**src/hdl/owbm_pkg.sv**
```systemverilog
// ----------------------------------------------------------------------------
// owbm_pkg: shared types and constants of the 1-Wire bus master
// Command and operation codes, register indexes, reset values and the
// item, result and configuration records passed between modules.
// ----------------------------------------------------------------------------
package owbm_pkg;

   localparam int CFG_W       = 10;
   localparam int CSR_INDEX_W = 3;
   localparam int BYTE_W      = 8;
   localparam int BIT_CNT_W   = 3;

   // command field codes
   localparam logic [1:0] CMD_NONE  = 2'd0;
   localparam logic [1:0] CMD_RESET = 2'd1;
   localparam logic [1:0] CMD_WRITE = 2'd2;
   localparam logic [1:0] CMD_READ  = 2'd3;

   // configuration register indexes
   localparam logic [CSR_INDEX_W-1:0] CSR_RESET_LOW     = 3'd0;
   localparam logic [CSR_INDEX_W-1:0] CSR_PRES_SAMPLE   = 3'd1;
   localparam logic [CSR_INDEX_W-1:0] CSR_RESET_RELEASE = 3'd2;
   localparam logic [CSR_INDEX_W-1:0] CSR_START_LOW     = 3'd3;
   localparam logic [CSR_INDEX_W-1:0] CSR_READ_SAMPLE   = 3'd4;
   localparam logic [CSR_INDEX_W-1:0] CSR_SLOT          = 3'd5;
   localparam logic [CSR_INDEX_W-1:0] CSR_RECOVERY      = 3'd6;

   // register reset values (presence sample point 67.5 us rounded up)
   localparam logic [CFG_W-1:0] RST_RESET_LOW     = 10'd490;
   localparam logic [CFG_W-1:0] RST_PRES_SAMPLE   = 10'd68;
   localparam logic [CFG_W-1:0] RST_RESET_RELEASE = 10'd490;
   localparam logic [CFG_W-1:0] RST_START_LOW     = 10'd2;
   localparam logic [CFG_W-1:0] RST_READ_SAMPLE   = 10'd4;
   localparam logic [CFG_W-1:0] RST_SLOT          = 10'd62;
   localparam logic [CFG_W-1:0] RST_RECOVERY      = 10'd2;

   localparam logic [BIT_CNT_W-1:0] LAST_BIT = 3'd7;

   typedef enum logic [1:0] {
      OP_IDLE  = 2'd0,
      OP_RESET = 2'd1,
      OP_WRITE = 2'd2,
      OP_READ  = 2'd3
   } op_type;

   typedef enum logic [1:0] {
      PH_LOW  = 2'd0,
      PH_MID  = 2'd1,
      PH_TAIL = 2'd2
   } phase_type;

   typedef struct packed {
      logic [1:0]        command;
      logic [BYTE_W-1:0] write_byte;
      logic              line_level;
   } item_type;

   typedef struct packed {
      logic              drive_low;
      logic              busy_res;
      logic              done_res;
      logic              presence;
      logic [BYTE_W-1:0] read_byte;
      logic              rejected;
   } result_type;

   typedef struct packed {
      logic [CFG_W-1:0] reset_low_ticks;
      logic [CFG_W-1:0] presence_sample_ticks;
      logic [CFG_W-1:0] reset_release_ticks;
      logic [CFG_W-1:0] start_low_ticks;
      logic [CFG_W-1:0] read_sample_ticks;
      logic [CFG_W-1:0] slot_ticks;
      logic [CFG_W-1:0] recovery_ticks;
   } cfg_type;

endpackage

```
**src/hdl/owbm_if.sv**
```systemverilog
// ----------------------------------------------------------------------------
// owbm_req_if / owbm_rsp_if: valid/ready channels of the bus master
// Tick items in, one result per tick out.
// ----------------------------------------------------------------------------
interface owbm_req_if;
   logic       valid;
   logic       ready;
   logic [1:0] command;
   logic [7:0] write_byte;
   logic       line_level;

   modport source (output valid, command, write_byte, line_level, input ready);
   modport sink   (input valid, command, write_byte, line_level, output ready);
endinterface

interface owbm_rsp_if;
   logic       valid;
   logic       ready;
   logic       drive_low;
   logic       busy_res;
   logic       done_res;
   logic       presence;
   logic [7:0] read_byte;
   logic       rejected;

   modport source (output valid, drive_low, busy_res, done_res, presence, read_byte,
                   rejected, input ready);
   modport sink   (input valid, drive_low, busy_res, done_res, presence, read_byte,
                   rejected, output ready);
endinterface

```
**src/hdl/owbm_csr.sv**
```systemverilog
// ----------------------------------------------------------------------------
// owbm_csr: timing register bank
// Seven write-only timing registers; writes beyond the list are dropped.
// ----------------------------------------------------------------------------
module owbm_csr (
   input  logic                             clock,
   input  logic                             reset,
   input  logic                             csr_write_enable,
   input  logic [owbm_pkg::CSR_INDEX_W-1:0] csr_index,
   input  logic [owbm_pkg::CFG_W-1:0]       csr_write_data,
   output owbm_pkg::cfg_type                cfg
);

   owbm_pkg::cfg_type cfg_ff;
   owbm_pkg::cfg_type cfg_in;

   always_comb begin
      cfg_in = cfg_ff;
      if (csr_write_enable) begin
         case (csr_index)
            owbm_pkg::CSR_RESET_LOW:     cfg_in.reset_low_ticks       = csr_write_data;
            owbm_pkg::CSR_PRES_SAMPLE:   cfg_in.presence_sample_ticks = csr_write_data;
            owbm_pkg::CSR_RESET_RELEASE: cfg_in.reset_release_ticks   = csr_write_data;
            owbm_pkg::CSR_START_LOW:     cfg_in.start_low_ticks       = csr_write_data;
            owbm_pkg::CSR_READ_SAMPLE:   cfg_in.read_sample_ticks     = csr_write_data;
            owbm_pkg::CSR_SLOT:          cfg_in.slot_ticks            = csr_write_data;
            owbm_pkg::CSR_RECOVERY:      cfg_in.recovery_ticks        = csr_write_data;
            default:                     cfg_in = cfg_ff;
         endcase
      end
   end

   always_ff @(posedge clock) begin
      if (reset) begin
         cfg_ff.reset_low_ticks       <= owbm_pkg::RST_RESET_LOW;
         cfg_ff.presence_sample_ticks <= owbm_pkg::RST_PRES_SAMPLE;
         cfg_ff.reset_release_ticks   <= owbm_pkg::RST_RESET_RELEASE;
         cfg_ff.start_low_ticks       <= owbm_pkg::RST_START_LOW;
         cfg_ff.read_sample_ticks     <= owbm_pkg::RST_READ_SAMPLE;
         cfg_ff.slot_ticks            <= owbm_pkg::RST_SLOT;
         cfg_ff.recovery_ticks        <= owbm_pkg::RST_RECOVERY;
      end else begin
         cfg_ff <= cfg_in;
      end
   end

   assign cfg = cfg_ff;

endmodule

```
**src/hdl/owbm_seq.sv**
```systemverilog
// ----------------------------------------------------------------------------
// owbm_seq: bus timing sequencer
// Holds operation, phase, tick timer, bit count and shift byte; advances
// them by one tick per step and forms that tick's result.
// ----------------------------------------------------------------------------
module owbm_seq #(
   parameter int TIMER_BITS = 10
) (
   input  logic                   clock,
   input  logic                   reset,
   input  logic                   step,
   input  owbm_pkg::item_type     item,
   input  owbm_pkg::cfg_type      cfg,
   output owbm_pkg::result_type   result
);

   localparam int CMP_W = (TIMER_BITS > owbm_pkg::CFG_W) ? TIMER_BITS : owbm_pkg::CFG_W;

   owbm_pkg::op_type                  op_ff, op_in;
   owbm_pkg::phase_type               ph_ff, ph_in;
   logic [TIMER_BITS-1:0]             tm_ff, tm_in;
   logic [owbm_pkg::BIT_CNT_W-1:0]    bit_ff, bit_in;
   logic [owbm_pkg::BYTE_W-1:0]       sh_ff, sh_in;
   logic                              pr_ff, pr_in;

   logic [TIMER_BITS-1:0] len_reset_low, len_pres, len_release, len_start;
   logic [TIMER_BITS-1:0] len_read, len_slot, len_recovery;

   // zero acts as one (unless allowed), then saturate to the timer range
   function automatic logic [TIMER_BITS-1:0] eff_len(input logic [owbm_pkg::CFG_W-1:0] v,
                                                     input logic zero_ok);
      logic [CMP_W-1:0] v_w;
      logic [CMP_W-1:0] t_max;
      v_w   = CMP_W'(v);
      t_max = CMP_W'({TIMER_BITS{1'b1}});
      if (v_w == '0 && !zero_ok)
         v_w = CMP_W'(1);
      if (v_w > t_max)
         v_w = t_max;
      return v_w[TIMER_BITS-1:0];
   endfunction

   assign len_reset_low = eff_len(cfg.reset_low_ticks, 1'b0);
   assign len_pres      = eff_len(cfg.presence_sample_ticks, 1'b0);
   assign len_release   = eff_len(cfg.reset_release_ticks, 1'b0);
   assign len_start     = eff_len(cfg.start_low_ticks, 1'b0);
   assign len_read      = eff_len(cfg.read_sample_ticks, 1'b0);
   assign len_slot      = eff_len(cfg.slot_ticks, 1'b0);
   assign len_recovery  = eff_len(cfg.recovery_ticks, 1'b1);

   always_comb begin
      logic done;
      logic slot_end;
      op_in  = op_ff;
      ph_in  = ph_ff;
      tm_in  = tm_ff;
      bit_in = bit_ff;
      sh_in  = sh_ff;
      pr_in  = pr_ff;
      result = '0;
      done   = 1'b0;
      slot_end = 1'b0;

      if (op_ff != owbm_pkg::OP_IDLE && item.command != owbm_pkg::CMD_NONE)
         result.rejected = 1'b1;

      // start a new operation on this same tick
      if (op_ff == owbm_pkg::OP_IDLE && item.command != owbm_pkg::CMD_NONE) begin
         op_in  = owbm_pkg::op_type'(item.command);
         ph_in  = owbm_pkg::PH_LOW;
         tm_in  = '0;
         bit_in = '0;
         pr_in  = 1'b0;
         sh_in  = (item.command == owbm_pkg::CMD_WRITE) ? item.write_byte : '0;
      end

      if (op_in != owbm_pkg::OP_IDLE) begin
         result.busy_res = 1'b1;
         tm_in = tm_in + TIMER_BITS'(1);
         case (op_in)
            owbm_pkg::OP_RESET: begin
               if (ph_in == owbm_pkg::PH_LOW) begin
                  result.drive_low = 1'b1;
                  if (tm_in >= len_reset_low) begin
                     ph_in = owbm_pkg::PH_MID;
                     tm_in = '0;
                  end
               end else begin
                  if (tm_in == len_pres)
                     pr_in = ~item.line_level;
                  if (tm_in >= len_release) begin
                     done = 1'b1;
                     result.presence = pr_in;
                  end
               end
            end
            owbm_pkg::OP_WRITE: begin
               if (ph_in == owbm_pkg::PH_LOW) begin
                  result.drive_low = 1'b1;
                  if (tm_in >= len_start) begin
                     ph_in = owbm_pkg::PH_MID;
                     tm_in = '0;
                  end
               end else if (ph_in == owbm_pkg::PH_MID) begin
                  result.drive_low = ~sh_in[0];
                  if (tm_in >= len_slot) begin
                     sh_in = {1'b0, sh_in[owbm_pkg::BYTE_W-1:1]};
                     if (len_recovery == '0) begin
                        slot_end = 1'b1;
                     end else begin
                        ph_in = owbm_pkg::PH_TAIL;
                        tm_in = '0;
                     end
                  end
               end else begin
                  if (tm_in >= len_recovery)
                     slot_end = 1'b1;
               end
            end
            owbm_pkg::OP_READ: begin
               if (ph_in == owbm_pkg::PH_LOW) begin
                  result.drive_low = 1'b1;
                  if (tm_in >= len_start) begin
                     ph_in = owbm_pkg::PH_MID;
                     tm_in = '0;
                  end
               end else if (ph_in == owbm_pkg::PH_MID) begin
                  if (tm_in >= len_read) begin
                     // shift the sampled bit in at the top
                     sh_in = {item.line_level, sh_in[owbm_pkg::BYTE_W-1:1]};
                     ph_in = owbm_pkg::PH_TAIL;
                     tm_in = '0;
                  end
               end else begin
                  if (tm_in >= len_slot) begin
                     slot_end = 1'b1;
                     if (bit_in == owbm_pkg::LAST_BIT)
                        result.read_byte = sh_in;
                  end
               end
            end
            default: begin
               op_in = owbm_pkg::OP_IDLE;
            end
         endcase

         if (slot_end) begin
            if (bit_in == owbm_pkg::LAST_BIT) begin
               done = 1'b1;
            end else begin
               bit_in = bit_in + owbm_pkg::BIT_CNT_W'(1);
               ph_in  = owbm_pkg::PH_LOW;
               tm_in  = '0;
            end
         end

         if (done) begin
            op_in  = owbm_pkg::OP_IDLE;
            ph_in  = owbm_pkg::PH_LOW;
            tm_in  = '0;
            bit_in = '0;
         end
      end
      result.done_res = done;
   end

   always_ff @(posedge clock) begin
      if (reset) begin
         op_ff  <= owbm_pkg::OP_IDLE;
         ph_ff  <= owbm_pkg::PH_LOW;
         tm_ff  <= '0;
         bit_ff <= '0;
         sh_ff  <= '0;
         pr_ff  <= 1'b0;
      end else if (step) begin
         op_ff  <= op_in;
         ph_ff  <= ph_in;
         tm_ff  <= tm_in;
         bit_ff <= bit_in;
         sh_ff  <= sh_in;
         pr_ff  <= pr_in;
      end
   end

endmodule

```
**src/hdl/one_wire_bus_master_unit.sv**
```systemverilog
// ----------------------------------------------------------------------------
// one_wire_bus_master_unit: timed 1-Wire bus master
//
//   port       dir  handshake       carries
//   req_bus    in   valid/ready     command, write_byte, line_level (1 tick)
//   rsp_bus    out  valid/ready     drive_low, busy_res, done_res, presence,
//                                   read_byte, rejected (1 per tick)
//   csr_*      in   write enable    register index, 10-bit write data
//
// One tick item per clock cycle sustained while the result side is ready. A
// tick lands in the input register, the sequencer works it out in one pass
// and the result register presents it.
// Reset is synchronous; it restores the timing registers and leaves the
// sequencer idle. A stalled result holds its register and the input register
// still takes one more tick, then ready drops until the result moves.
// ----------------------------------------------------------------------------
module one_wire_bus_master_unit #(
   parameter int TIMER_BITS = 10
) (
   input  logic                             clock,
   input  logic                             reset,
   owbm_req_if.sink                         req_bus,
   owbm_rsp_if.source                       rsp_bus,
   input  logic                             csr_write_enable,
   input  logic [owbm_pkg::CSR_INDEX_W-1:0] csr_index,
   input  logic [owbm_pkg::CFG_W-1:0]       csr_write_data
);

   owbm_pkg::cfg_type    cfg;
   owbm_pkg::item_type   in_item_ff, in_item_in;
   logic                 in_valid_ff, in_valid_in;
   owbm_pkg::result_type out_res_ff, out_res_in;
   logic                 out_valid_ff, out_valid_in;
   owbm_pkg::result_type step_res;
   logic                 advance;
   logic                 step;
   logic                 take;

   owbm_csr u_csr (
      .clock            (clock),
      .reset            (reset),
      .csr_write_enable (csr_write_enable),
      .csr_index        (csr_index),
      .csr_write_data   (csr_write_data),
      .cfg              (cfg)
   );

   owbm_seq #(
      .TIMER_BITS (TIMER_BITS)
   ) u_seq (
      .clock  (clock),
      .reset  (reset),
      .step   (step),
      .item   (in_item_ff),
      .cfg    (cfg),
      .result (step_res)
   );

   assign advance       = !out_valid_ff || rsp_bus.ready;
   assign step          = in_valid_ff && advance;
   assign req_bus.ready = !in_valid_ff || advance;
   assign take          = req_bus.valid && req_bus.ready;

   always_comb begin
      in_item_in = in_item_ff;
      if (take) begin
         in_item_in.command    = req_bus.command;
         in_item_in.write_byte = req_bus.write_byte;
         in_item_in.line_level = req_bus.line_level;
      end
      in_valid_in = take ? 1'b1 : (step ? 1'b0 : in_valid_ff);

      out_res_in   = step ? step_res : out_res_ff;
      out_valid_in = advance ? in_valid_ff : out_valid_ff;
   end

   always_ff @(posedge clock) begin
      if (reset) begin
         in_valid_ff  <= 1'b0;
         out_valid_ff <= 1'b0;
      end else begin
         in_valid_ff  <= in_valid_in;
         out_valid_ff <= out_valid_in;
      end
   end

   always_ff @(posedge clock) begin
      in_item_ff <= in_item_in;
      out_res_ff <= out_res_in;
   end

   assign rsp_bus.valid     = out_valid_ff;
   assign rsp_bus.drive_low = out_res_ff.drive_low;
   assign rsp_bus.busy_res  = out_res_ff.busy_res;
   assign rsp_bus.done_res  = out_res_ff.done_res;
   assign rsp_bus.presence  = out_res_ff.presence;
   assign rsp_bus.read_byte = out_res_ff.read_byte;
   assign rsp_bus.rejected  = out_res_ff.rejected;

endmodule

```
**src/flat_wrapper.sv**
```systemverilog
// flat-port wrapper written by rule: the top's interface ports become plain ports
module one_wire_bus_master_unit_flat 
#(
   parameter int TIMER_BITS = 10
)
  (clock, reset, csr_write_enable, csr_index, csr_write_data, req_bus_valid, req_bus_command, req_bus_write_byte, req_bus_line_level, req_bus_ready, rsp_bus_valid, rsp_bus_drive_low, rsp_bus_busy_res, rsp_bus_done_res, rsp_bus_presence, rsp_bus_read_byte, rsp_bus_rejected, rsp_bus_ready);
  owbm_req_if req_bus_i ();
  owbm_rsp_if rsp_bus_i ();
  input  logic clock;
  input  logic reset;
  input  logic csr_write_enable;
  input  logic [owbm_pkg::CSR_INDEX_W-1:0] csr_index;
  input  logic [owbm_pkg::CFG_W-1:0] csr_write_data;
  input wire logic [$bits(req_bus_i.valid)-1:0] req_bus_valid;
  input wire logic [$bits(req_bus_i.command)-1:0] req_bus_command;
  input wire logic [$bits(req_bus_i.write_byte)-1:0] req_bus_write_byte;
  input wire logic [$bits(req_bus_i.line_level)-1:0] req_bus_line_level;
  output wire logic [$bits(req_bus_i.ready)-1:0] req_bus_ready;
  output wire logic [$bits(rsp_bus_i.valid)-1:0] rsp_bus_valid;
  output wire logic [$bits(rsp_bus_i.drive_low)-1:0] rsp_bus_drive_low;
  output wire logic [$bits(rsp_bus_i.busy_res)-1:0] rsp_bus_busy_res;
  output wire logic [$bits(rsp_bus_i.done_res)-1:0] rsp_bus_done_res;
  output wire logic [$bits(rsp_bus_i.presence)-1:0] rsp_bus_presence;
  output wire logic [$bits(rsp_bus_i.read_byte)-1:0] rsp_bus_read_byte;
  output wire logic [$bits(rsp_bus_i.rejected)-1:0] rsp_bus_rejected;
  input wire logic [$bits(rsp_bus_i.ready)-1:0] rsp_bus_ready;
  assign req_bus_i.valid = req_bus_valid;
  assign req_bus_i.command = req_bus_command;
  assign req_bus_i.write_byte = req_bus_write_byte;
  assign req_bus_i.line_level = req_bus_line_level;
  assign req_bus_ready = req_bus_i.ready;
  assign rsp_bus_valid = rsp_bus_i.valid;
  assign rsp_bus_drive_low = rsp_bus_i.drive_low;
  assign rsp_bus_busy_res = rsp_bus_i.busy_res;
  assign rsp_bus_done_res = rsp_bus_i.done_res;
  assign rsp_bus_presence = rsp_bus_i.presence;
  assign rsp_bus_read_byte = rsp_bus_i.read_byte;
  assign rsp_bus_rejected = rsp_bus_i.rejected;
  assign rsp_bus_i.ready = rsp_bus_ready;
  one_wire_bus_master_unit #(.TIMER_BITS(TIMER_BITS)) u_core (.clock(clock), .reset(reset), .req_bus(req_bus_i), .rsp_bus(rsp_bus_i), .csr_write_enable(csr_write_enable), .csr_index(csr_index), .csr_write_data(csr_write_data));
endmodule
```
**config.mk**
```make
export PLATFORM = sky130hd
export DESIGN_NAME = one_wire_bus_master_unit_flat
export DESIGN_NICKNAME = d
export VERILOG_FILES = /design/src/hdl/owbm_pkg.sv /design/src/hdl/owbm_if.sv /design/src/hdl/owbm_csr.sv /design/src/hdl/owbm_seq.sv /design/src/hdl/one_wire_bus_master_unit.sv /design/src/flat_wrapper.sv
export SDC_FILE = /design/constraint.sdc
export NUM_CORES = 1
export LEC_CHECK = 0
export CORE_ASPECT_RATIO = 1.2
export CORE_MARGIN = 5
export CORE_UTILIZATION = 50
export CTS_CLUSTER_SIZE = 12
export DETAILED_ROUTE_END_ITERATION = 10
export DONT_BUFFER_PORTS = 1
export PLACE_DENSITY = 0.67
export SLEW_MARGIN = 20
export SYNTH_ARGS = -nofsm -noshare
export SYNTH_HDL_FRONTEND = slang
export SYNTH_SLANG_ARGS = --single-unit
export TNS_END_PERCENT = 5
```
**constraint.sdc**
```tcl
create_clock -name clock -period 6 [get_ports clock]
set_input_delay 1.2 -clock clock [delete_from_list [all_inputs] [get_ports clock]]
set_output_delay 1.2 -clock clock [all_outputs]
set_load 0.01 [all_outputs]
```
==> impl_metrics.json <==
{
  "diodes": 0,
  "slew_headroom_pct": 29.1,
  "max_stage_delay_ns": 0.47,
  "clk_pin_slew_worst_paths_ns": 0.06,
  "cts_buffer_depth": 2,
  "numCtsBuffers": 17,
  "setup_ws_ns": 0.862,
  "start_kind": "register",
  "die_h_um": 138,
  "place_area_um2": 6930,
  "critical_path.endpoint_type": "register",
  "grt_pass1_wl_um": 29600,
  "post-place-cells": 968,
  "cts_tree": "built",
  "path_max_fanout": 13,
  "cp_common_cell": "nor2_1",
  "finish.utilization_pct": 56.5,
  "cts_setup_buffers": 0,
  "leakage_nw": 3.03,
  "ctsRootBufferMaster": "clkbuf_16",
  "synth_most_common_cell": "nand2_1",
  "die_area_um2": 16000,
  "hold_buffers": 0,
  "cp.required_ns": 6.32,
  "final_cell_area_um2": 7510,
  "path_class": "register to register",
  "synth_commonest_cells": "nand2_1 (162), dfxtp_1 (98), a21oi_1 (77)",
  "yosysWarnings": 0,
  "syn_nets": 913,
  "first_pass_iters": 5,
  "grtUsageTotal_pct": 24.0,
  "synth_top_area_share_pct": 28.9,
  "dp_hpwl_um": 13500,
  "netlist_area_um2": 6790,
  "start_util_pct": 51.1,
  "ys_ff_latch": 122,
  "max_freq_ghz": 0.195,
  "num_io_pins": 44,
  "maxCapViolations": 0,
  "crit_slowest_cell": "edfxtp_1",
  "vias": 5973,
  "power.total_mw": 1.98,
  "seq_area_frac_synth_pct": 39.5,
  "wl_per_cell_um": 18.6,
  "drtAntennaViolNets": 0,
  "area_growth_syn_to_layout_pct": 10.5,
  "cp_cell_sequence": "nor2_1, o21ai_1, inv_1, ha_1, inv_1, nor3_1, xnor2_1, nor2_1, ha_1, a2111oi_0, o211ai_1, a31oi_2, nor2_1, a31oi_1, buf_4, o2111ai_1, o31ai_1",
  "finalMaxSlewViolations": 0,
  "grt_max_degree": 62,
  "postSynthCellCount": 824,
  "drive_gt1_share_pct": 6.01,
  "critPathTopFamily": "compound AO/OA/AOI/OAI gates",
  "grt_pass1_vias": 5870,
  "coreArea_um2": 13300,
  "antenna_found_initial": 0,
  "run_status": "completed",
  "clk_latency_ns": 0.42,
  "final_cells": 1000,
  "synthTopCellsByArea": "dfxtp_1 (29%), ha_1 (11%), edfxtp_1 (11%), nand2_1 (9.0%), a21oi_1 (5.7%)",
  "hold_path_class": "register to register",
  "drc": 0,
  "post_synth.cell_area_avg_um2": 8.24,
  "hold_viol": 0,
  "netlist-cell-type-count": 67,
  "path_buf_inv": 3,
  "cts_sinks": 122,
  "grt-ovfl-total": 0,
  "ir_drop_v": 0.000191,
  "fin_skew_ns": 0.0116,
  "place_congestion": 0.910,
  "fin_crit_sh_pct": 85.6,
  "power_density_nw_per_um2": 263,
  "rows": 46,
  "rsz0062_at_grt": "false",
  "die_w_um": 116,
  "setup_tns_ns": 0,
  "drt_iter0_markers": 431,
  "portBuffers": 0,
  "holdWs_ns": 0.452,
  "preCtsSetupSlack_ns": 0.958,
  "tightestPinTransition_ns": 1.06,
  "nets": 908,
  "viasPerCell": 5.97,
  "setup_viol": 0,
  "ys.flop_type": "dfxtp_1",
  "async_flop_share_pct": 0,
  "yosys.area.top_type": "dfxtp_1",
  "crit_arrival_ns": 5.46,
  "cts.htree.levels": 4,
  "synth_enable_flop_cells": 24,
  "ctsResizeCount": 0,
  "min_period_ns": 5.14,
  "totalWireLength_um": 18600
}
-- worst register-to-register path, cell delays in order (launching register included) --
cell	delay (ns)
edfxtp_1	0.47
nor2_1	0.39
o21ai_1	0.20
inv_1	0.38
ha_1	0.28
inv_1	0.11
nor3_1	0.27
xnor2_1	0.19
nor2_1	0.22
ha_1	0.28
a2111oi_0	0.46
o211ai_1	0.22
a31oi_2	0.46
nor2_1	0.10
a31oi_1	0.16
buf_4	0.20
o2111ai_1	0.34
o31ai_1	0.32
-- final timing paths --
kind	startpoint	endpoint	slack, ns	cells after the start
max	u_core.in_item_ff[9]$_DFFE_PP_	u_core.u_seq.tm_ff[3]$_SDFFE_PP0P_	0.86	17
max reg2reg	u_core.in_item_ff[9]$_DFFE_PP_	u_core.u_seq.tm_ff[3]$_SDFFE_PP0P_	0.86	17
min reg2reg	u_core.u_csr.cfg[34]$_SDFFE_PP0P_	u_core.u_csr.cfg[34]$_SDFFE_PP0P_	0.45	2
min	u_core.u_csr.cfg[34]$_SDFFE_PP0P_	u_core.u_csr.cfg[34]$_SDFFE_PP0P_	0.45	2
-- cells in the final DEF, fill, tap and decap left out, types with 13 or more instances in the layout --
master       n
dfxtp_1     98
nor2_1      42
edfxtp_1    24
nor4_1      13
o21ai_0     29
ha_1        60
nand2_1    162
inv_1       69
o211ai_1    26
a21oi_1     77
clkbuf_16   17
nand3_1     32
-- metal layers --
metal / vias to the layer above / share of wire [%] / global-route usage [%]
li1: 2910 / - / -
met1: 2798 / 43 / 29.4
met2: 215 / 47 / 40.0
met3: 50 / 6.5 / 5.27
met4: 0 / 3.3 / 11.0
met5: - / 0 / 0
-- report_power, final --
part | internal [mW] | switching (mW) | total, mW
Sequential | 0.862 | 0.0193 | 0.881
Clock | 0.610 | 0.355 | 0.965
Combinational | 0.0431 | 0.0869 | 0.130
Total | 1.52 | 0.461 | 1.98
-- registers in the layout, summed over array words and instances, names as in the netlist --
register and count:
u_core.u_seq.tm_ff 10, u_core.u_seq.pr_ff 1, u_core.rsp_bus.drive_low 1, u_core.rsp_bus.rejected 1
u_core.u_csr.cfg 70, u_core.in_item_ff 11, u_core.rsp_bus.presence 1, u_core.rsp_bus.valid 1
u_core.rsp_bus.done_res 1, u_core.u_seq.sh_ff 8, u_core.u_seq.op_ff 2, u_core.in_valid_ff 1
u_core.u_seq.bit_ff 3, u_core.rsp_bus.read_byte 8, u_core.u_seq.ph_ff 2, u_core.rsp_bus.busy_res 1
-- area by class of cell --
cell class / count / area [um2]
fillers: 1239 / 5790
multi-input cells: 602 / 3740
well taps: 168 / 210
inverters: 70 / 263
clock buffers: 25 / 495
repair buffers: 6 / 45.0
flip-flops and latches: 122 / 2680
clock inverters: 7 / 66.3
-- cell families after synthesis --
group,share of synthesized area (%)
compound gates,19.9
xor+xnor,1.29
fa+ha+maj,11.1
buf+inv,5.60
flops,39.5
mux,1.49
simple gates,21.2
No activity file was read; power rests on OpenSTA's default activity.
